==> src/sv/pidsc_pkg.sv <==
// ----------------------------------------------------------------------------
// pidsc_pkg
// Widths, register indexes and saturation helpers for the PID step block.
// ----------------------------------------------------------------------------
package pidsc_pkg;

  localparam int DataW  = 32;
  localparam int OpW    = 33;           // multiplier operand, holds unsigned 31-bit period
  localparam int ProdW  = 2 * OpW;
  localparam int QShift = 16;
  localparam int IdxW   = 4;

  localparam logic [IdxW-1:0] REG_GAIN_P        = 4'd0;
  localparam logic [IdxW-1:0] REG_GAIN_I        = 4'd1;
  localparam logic [IdxW-1:0] REG_GAIN_D        = 4'd2;
  localparam logic [IdxW-1:0] REG_SAMPLE_PERIOD = 4'd3;
  localparam logic [IdxW-1:0] REG_INTEGRAL_MIN  = 4'd4;
  localparam logic [IdxW-1:0] REG_INTEGRAL_MAX  = 4'd5;
  localparam logic [IdxW-1:0] REG_OUTPUT_MIN    = 4'd6;
  localparam logic [IdxW-1:0] REG_OUTPUT_MAX    = 4'd7;

  localparam logic signed [DataW-1:0] SMax = 32'sh7FFF_FFFF;
  localparam logic signed [DataW-1:0] SMin = 32'sh8000_0000;

  // Saturate a 33-bit signed difference to 32 bits.
  function automatic logic signed [DataW-1:0] sat33(input logic signed [DataW:0] x);
    logic signed [DataW-1:0] r;
    if (x > 33'sh0_7FFF_FFFF) begin
      r = SMax;
    end else if (x < -33'sh0_8000_0000) begin
      r = SMin;
    end else begin
      r = x[DataW-1:0];
    end
    return r;
  endfunction

  // Clamp a 34-bit signed sum to [lo, hi]; when inverted, x below lo gives lo, else hi.
  function automatic logic signed [DataW-1:0] clamp34(input logic signed [DataW+1:0] x,
                                                      input logic signed [DataW-1:0] lo,
                                                      input logic signed [DataW-1:0] hi);
    logic signed [DataW-1:0] r;
    if (x < $signed({{2{lo[DataW-1]}}, lo})) begin
      r = lo;
    end else if (x > $signed({{2{hi[DataW-1]}}, hi})) begin
      r = hi;
    end else begin
      r = x[DataW-1:0];
    end
    return r;
  endfunction

endpackage

==> src/sv/pidsc_mul.sv <==
// ----------------------------------------------------------------------------
// pidsc_mul
// Shared Q16.16 multiplier: registered 33x33 product, floor shift, saturate.
// ----------------------------------------------------------------------------
module pidsc_mul (
  input  logic                                clk,
  input  logic signed [pidsc_pkg::OpW-1:0]    a,
  input  logic signed [pidsc_pkg::OpW-1:0]    b,
  output logic signed [pidsc_pkg::DataW-1:0]  res
);
  import pidsc_pkg::*;

  logic signed [ProdW-1:0]        prod;
  logic signed [ProdW-QShift-1:0] shifted;

  always_ff @(posedge clk) begin
    prod <= a * b;
  end

  // arithmetic shift of two's complement is a floor
  assign shifted = prod[ProdW-1:QShift];

  always_comb begin
    if (shifted > $signed({{(ProdW-QShift-DataW){1'b0}}, SMax})) begin
      res = SMax;
    end else if (shifted < $signed({{(ProdW-QShift-DataW){1'b1}}, SMin})) begin
      res = SMin;
    end else begin
      res = shifted[DataW-1:0];
    end
  end

endmodule

==> src/sv/pid_step_clamped.sv <==
// ----------------------------------------------------------------------------
// pid_step_clamped
// Discrete PID step with integral clamp and output clamp, signed Q16.16.
// ----------------------------------------------------------------------------
// Each accepted (measured, target) pair yields one drive value. The error is
// target - measured, saturated. P = err*gain_p, the integral grows by
// (err*sample_period)*gain_i and is clamped to [integral_min, integral_max],
// D = (prev_err - err)*gain_d, and drive = P+I+D clamped to
// [output_min, output_max]. Every product is exact, floored by 16 bits and
// saturated to 32 bits. The next item is taken only once the sequencer is
// back in idle: the four products go one after another through a single
// registered multiplier, under an eight-state sequencer. The result
// sits in an output register, so a new item is taken while the last result
// still waits downstream. Integral and last error clear at reset. Config
// writes are always taken (cfg_ready high); indexes past 7 are dropped.
// Write config only while the block is idle.
// ----------------------------------------------------------------------------
module pid_step_clamped (
  input  logic                                 clk,
  input  logic                                 rst,
  // input item
  input  logic                                 in_valid,
  output logic                                 in_stall,
  input  logic signed [pidsc_pkg::DataW-1:0]   measured,
  input  logic signed [pidsc_pkg::DataW-1:0]   target,
  // result item
  output logic                                 out_valid,
  input  logic                                 out_stall,
  output logic signed [pidsc_pkg::DataW-1:0]   drive,
  // config writes
  input  logic                                 cfg_valid,
  output logic                                 cfg_ready,
  input  logic        [pidsc_pkg::IdxW-1:0]    cfg_index,
  input  logic        [pidsc_pkg::DataW-1:0]   cfg_data
);
  import pidsc_pkg::*;

  typedef enum logic [7:0] {
    ST_IDLE = 8'b0000_0001,  // wait for input
    ST_P    = 8'b0000_0010,  // issue err*gain_p, form derivative diff
    ST_T    = 8'b0000_0100,  // take P, issue err*period
    ST_D    = 8'b0000_1000,  // take err*period, issue diff*gain_d
    ST_I    = 8'b0001_0000,  // take D, issue increment product
    ST_A    = 8'b0010_0000,  // take increment, clamp and store integral
    ST_S    = 8'b0100_0000,  // final sum and output clamp
    ST_W    = 8'b1000_0000   // hand result to output register
  } state_t;

  state_t state, state_next;

  // config registers
  logic signed [DataW-1:0] gain_p, gain_i, gain_d;
  logic        [DataW-2:0] sample_period;
  logic signed [DataW-1:0] integral_min, integral_max, output_min, output_max;

  // controller state
  logic signed [DataW-1:0] integral_acc, prev_error;
  logic                    primed;

  // per-item working registers
  logic signed [DataW-1:0] err, diff, p_term, t_term, d_term, sum_q;

  logic signed [OpW-1:0]   mul_a, mul_b;
  logic signed [DataW-1:0] mul_res;
  logic                    in_xfer, out_xfer;
  logic signed [DataW-1:0] acc_eff, last_eff, i_clamped;

  assign in_xfer   = in_valid && !in_stall;
  assign out_xfer  = out_valid && !out_stall;
  assign in_stall  = (state != ST_IDLE);
  assign cfg_ready = 1'b1;

  assign acc_eff  = primed ? integral_acc : '0;
  assign last_eff = primed ? prev_error   : '0;

  assign i_clamped = clamp34({{2{acc_eff[DataW-1]}}, acc_eff}
                             + {{2{mul_res[DataW-1]}}, mul_res},
                             integral_min, integral_max);

  pidsc_mul u_mul (
    .clk (clk),
    .a   (mul_a),
    .b   (mul_b),
    .res (mul_res)
  );

  // operand select for the shared multiplier
  always_comb begin
    mul_a = {err[DataW-1], err};
    mul_b = {gain_p[DataW-1], gain_p};
    case (state)
      ST_T: mul_b = {2'b00, sample_period};
      ST_D: begin
        mul_a = {diff[DataW-1], diff};
        mul_b = {gain_d[DataW-1], gain_d};
      end
      ST_I: begin
        mul_a = {t_term[DataW-1], t_term};
        mul_b = {gain_i[DataW-1], gain_i};
      end
      default: ;
    endcase
  end

  // sequencer
  always_comb begin
    state_next = state;
    case (state)
      ST_IDLE: if (in_valid) state_next = ST_P;
      ST_P:    state_next = ST_T;
      ST_T:    state_next = ST_D;
      ST_D:    state_next = ST_I;
      ST_I:    state_next = ST_A;
      ST_A:    state_next = ST_S;
      ST_S:    state_next = ST_W;
      ST_W:    if (!out_valid || !out_stall) state_next = ST_IDLE;
      default: state_next = ST_IDLE;
    endcase
  end

  always_ff @(posedge clk) begin
    if (rst) begin
      state <= ST_IDLE;
    end else begin
      state <= state_next;
    end
  end

  // config port
  always_ff @(posedge clk) begin
    if (rst) begin
      gain_p        <= '0;
      gain_i        <= '0;
      gain_d        <= '0;
      sample_period <= 31'd65536;
      integral_min  <= SMin;
      integral_max  <= SMax;
      output_min    <= SMin;
      output_max    <= SMax;
    end else if (cfg_valid && cfg_ready) begin
      case (cfg_index)
        REG_GAIN_P:        gain_p        <= cfg_data;
        REG_GAIN_I:        gain_i        <= cfg_data;
        REG_GAIN_D:        gain_d        <= cfg_data;
        REG_SAMPLE_PERIOD: sample_period <= cfg_data[DataW-2:0];
        REG_INTEGRAL_MIN:  integral_min  <= cfg_data;
        REG_INTEGRAL_MAX:  integral_max  <= cfg_data;
        REG_OUTPUT_MIN:    output_min    <= cfg_data;
        REG_OUTPUT_MAX:    output_max    <= cfg_data;
        default: ;
      endcase
    end
  end

  // datapath registers
  always_ff @(posedge clk) begin
    case (state)
      ST_IDLE: if (in_xfer) err <= sat33({target[DataW-1], target}
                                         - {measured[DataW-1], measured});
      ST_P:    diff   <= sat33({last_eff[DataW-1], last_eff} - {err[DataW-1], err});
      ST_T:    p_term <= mul_res;
      ST_D:    t_term <= mul_res;
      ST_I:    d_term <= mul_res;
      ST_S:    sum_q  <= clamp34({{2{p_term[DataW-1]}}, p_term}
                                 + {{2{integral_acc[DataW-1]}}, integral_acc}
                                 + {{2{d_term[DataW-1]}}, d_term},
                                 output_min, output_max);
      default: ;
    endcase
  end

  // controller state: integral and last error commit once the increment lands
  always_ff @(posedge clk) begin
    if (rst) begin
      integral_acc <= '0;
      prev_error   <= '0;
      primed       <= 1'b0;
    end else if (state == ST_A) begin
      integral_acc <= i_clamped;
      prev_error   <= err;
      primed       <= 1'b1;
    end
  end

  // output register: loads from ST_W when empty or being drained
  always_ff @(posedge clk) begin
    if (rst) begin
      out_valid <= 1'b0;
    end else if (state == ST_W && (!out_valid || !out_stall)) begin
      out_valid <= 1'b1;
    end else if (out_xfer) begin
      out_valid <= 1'b0;
    end
  end

  always_ff @(posedge clk) begin
    if (state == ST_W && (!out_valid || !out_stall)) begin
      drive <= sum_q;
    end
  end

endmodule

==> config.mk <==
export PLATFORM = sky130hd
export DESIGN_NAME = pid_step_clamped
export DESIGN_NICKNAME = d
export VERILOG_FILES = /design/src/sv/pidsc_pkg.sv /design/src/sv/pidsc_mul.sv /design/src/sv/pid_step_clamped.sv
export SDC_FILE = /design/constraint.sdc
export NUM_CORES = 2
export LEC_CHECK = 0
export BUFFER_PORTS_ARGS = -buffer_cell sky130_fd_sc_hd__buf_2
export CAP_MARGIN = 25
export CORE_ASPECT_RATIO = 2
export CORE_MARGIN = 1
export CORE_UTILIZATION = 30
export CTS_BUF_LIST = sky130_fd_sc_hd__clkbuf_4
export DETAILED_ROUTE_END_ITERATION = 8
export PLACE_DENSITY = 0.45
export SLEW_MARGIN = 20
export SYNTH_ARGS = -nofsm -noshare
export SYNTH_HDL_FRONTEND = slang
export SYNTH_SLANG_ARGS = --single-unit
==> constraint.sdc <==
create_clock -name clk -period 11.44 [get_ports clk]
set_clock_uncertainty 0.15 [all_clocks]
set_input_delay 1.716 -clock clk [delete_from_list [all_inputs] [get_ports clk]]
set_output_delay 1.716 -clock clk [all_outputs]
set_load 0.02 [all_outputs]
==> out/results.tsv <==
stage	metric	value	unit
detailed_routing	via_per_inst	5.087	
floorplanning	die_area	236900	um^2
yosys	postSynth.asyncResetShare	0	%
detailed_routing	totalWireLength	303500	um
timing	setup_ws	0.5090	ns
setup_path	slowest_stage	a221o_1	
grt	grt_pass1_vias	62460	
grt	gr-usage-met3	3.214	%
grt	grt.overflow.total	0	
clocking	htree_levels	4	
detailed_routing	first_iter_violations	3214	
yosys	yosysWarningCount	0	
clocking	ctsHoldBuffers	0	
placed_design	hpwl	245800	um
placed_design	place_area	75790	um^2
layout	syn2layout_area_growth	10.26	%
worst_hold_path	hold_class	reg2reg	
detailed_routing	ant_nets	0	
setup_path	rr_endpoint	u_mul.prod[49]	
detailed_routing	drt_pass1_iterations	6	
floorplanning	die_x	344.7	um
setup_path	worstSetupStartpointType	flip-flop	
clocking	cts_setup_buffers	0	
floorplanning	rows	251	
grt	antenna_found_initial	12	
clocking	clkTransAtPathRegs	0.08	ns
setup_path	cp_data_arrival_time	11.76	ns
layout	fin_nets	9765	
setup_path	crit_start	state[2]	
setup_path	r2r_slack	0.51	ns
power_and_ir_drop	powerDensity	93.10	nW/um^2
timing	finalSetupViolations	0	
grt	use_met1	23.19	%
clocking	cts_made_buffers	149	
timing	fmax	0.09148	GHz
yosys	ys.flop_type	dfxtp_1	
flow_run	maxCapViolCount	0	
power_and_ir_drop	ir_drop	0.08888	mV
setup_path	required	12.27	ns
yosys	mappedNetlistArea	70450	um^2
grt	busiest_layer	met2	
power_and_ir_drop	comb_power_share	39.3	%
power_and_ir_drop	intPower	4.139	mW
timing	maxSlewViolCount	0	
placed_design	io_buffer_count	138	
floorplanning	coreArea	233700	um^2
grt	grt_use_total	25.86	%
timing	setup_tns	0	ns
timing	whs	0.2463	ns
floorplanning	die_h	687.3	um
clocking	clk_latency	1.09	ns
clocking	root_buffer	clkbuf_4	
detailed_routing	routedWlPerCell	27.13	um
power_and_ir_drop	seqPwrFrac	34.1	%
placed_design	place_congestion	1.024	
yosys	yosys-top-cells-area	fa_1 (33%), dfxtp_1 (11%), edfxtp_1 (9.5%), ha_1 (8.4%), inv_1 (7.5%)	
grt	met2_usage	49.37	%
yosys	ys_seq_area_share	20.32	%
floorplanning	io_pins	140	
timing	period_share	95.55	%
timing	rsz0062_at_grt	false	
setup_path	timing.rr.start	state[2]	
placed_design	place_ws	0.6112	ns
yosys	syn_inst	7939	
timing	max_slew.worst_pin.slew	1.130	ns
yosys	synth_area_leader_cell	fa_1	
setup_path	worst-r2r-cell-count	33	
setup_path	crit_path_max_incr_delay	0.76	ns
layout	final_cell_mix	inv_1 (1404), nand2_1 (1200), fa_1 (1156), nor2_1 (744), ha_1 (471)	
timing	period_needed	10.93	ns
detailed_routing	route.detailed.drc	0	
setup_path	crit_fanout	51	
yosys	synth_seq_cells	603	
detailed_routing	num_vias	56920	
floorplanning	initial_core_util	30.15	%
clocking	cts.sinks	603	
grt	grt_pass1_wl	433400	um
yosys	synth-edff-count	224	
setup_path	critPathKind	reg2reg	
yosys	synth_top_area_share	32.90	%
layout	design_area	77680	um^2
timing	slew_headroom	24.64	%
power_and_ir_drop	power.share.switching	42.77	%
power_and_ir_drop	clockPowerShare	26.6	%
yosys	postSynthAreaPerCell	8.874	um^2
clocking	max-clock-path-buffers	4	
grt	grt_max_degree	175	
setup_path	crit_path_end_kind	flip-flop	
yosys	ys_types	85	
layout	largest-register	u_mul.prod	
layout	largest_reg_flops	50	
power_and_ir_drop	p_total	7.233	mW
power_and_ir_drop	leakage	36.53	nW
setup_path	crit_top_cell	fa_1	
clocking	cts_tree	done	
layout	final_common_cell	inv_1	
power_and_ir_drop	p_sw	3.093	mW
layout	drive_gt1_share	8.890	%
yosys	synth_fp_nets	9673	
setup_path	endpoint	u_mul.prod[49]	
run_status	outcome	complete, no violations	
timing	final_hold_viol_count	0	
clocking	cts.repair.resized	0	
[cell usage after synthesis, types with 68 or more instances]
cell,number
clkbuf_1,374
a21oi_1,445
nor3_1,83
edfxtp_1,224
nor2_1,747
and2_1,77
inv_1,1406
o211ai_1,93
fa_1,1158
nand4_1,68
nand2_1,1201
a21o_1,132
ha_1,471
o21ai_0,211
xnor2_1,111
dfxtp_1,379
[cell type report]
cell class              instances  area (um^2)
fillers                     24860       156000
diodes                          9        22.52
multi-input cells            5502        49530
clock buffers                 218         1637
well taps                    3036         3799
inverters                    1406         5283
clock inverters                46        219.0
repair buffers                369         2884
flip-flops and latches        603        14320
[how the worst min path moves through the flow]
stage	from	to	slack (ns)	depth (start not counted)
CTS	sum_q[31]	drive[31]	0.24	0
floorplan	sum_q[0]	drive[0]	0.25	0
finish	sum_q[31]	drive[31]	0.25	0
global route	sum_q[31]	drive[31]	0.24	0
detailed placement	sum_q[8]	drive[8]	0.26	0
global placement	sum_q[1]	drive[1]	0.26	0
[layer usage]
| metal | up-vias | routed length, um |
|---|---|---|
| li1 | 25300 | - |
| met1 | 29030 | 91770 |
| met2 | 1734 | 165900 |
| met3 | 849 | 12130 |
| met4 | 10 | 33630 |
| met5 | - | 60 |
[kinds of logic after synthesis]
group / synth area share, %
AOI/OAI and AO/OA: 10.69
xor gates and xnor gates: 2.088
adders and majority gates: 41.38
buffers and inverters: 9.949
DFF: 20.32
muxes: 0.6429
other: 0.005323
and+or+nand+nor: 14.93
[worst max-delay path: cells and delay by family, from the launching register on]
kind	cells	cell delay, ns
flip-flops	1	0.41
AO/OA/AOI/OAI	9	2.51
adder cells (fa/ha/maj)	9	4.35
AND/OR/NAND/NOR	5	1.85
buffers and inverters	9	1.42
XOR/XNOR	1	0.13
[metrics by stage]
step	cells	util (%)
final	11190	33.25
after global routing	11190	33.24
after CTS	11180	33.23
after detailed placement	10920	32.44
after global placement	10910	32.42
after floorplan	7939	-
[power groups by stage]
stage	Clock (mW)	Combinational, mW	Sequential [mW]
2_1_floorplan	0	1.57	2.46
3_3_place_gp	0	2.81	2.52
3_5_place_dp	0	2.81	2.51
4_1_cts	2.00	2.84	2.47
5_1_grt	2.07	3.03	2.47
6_report	1.92	2.84	2.47
No activity file was read; power rests on OpenSTA's default activity.
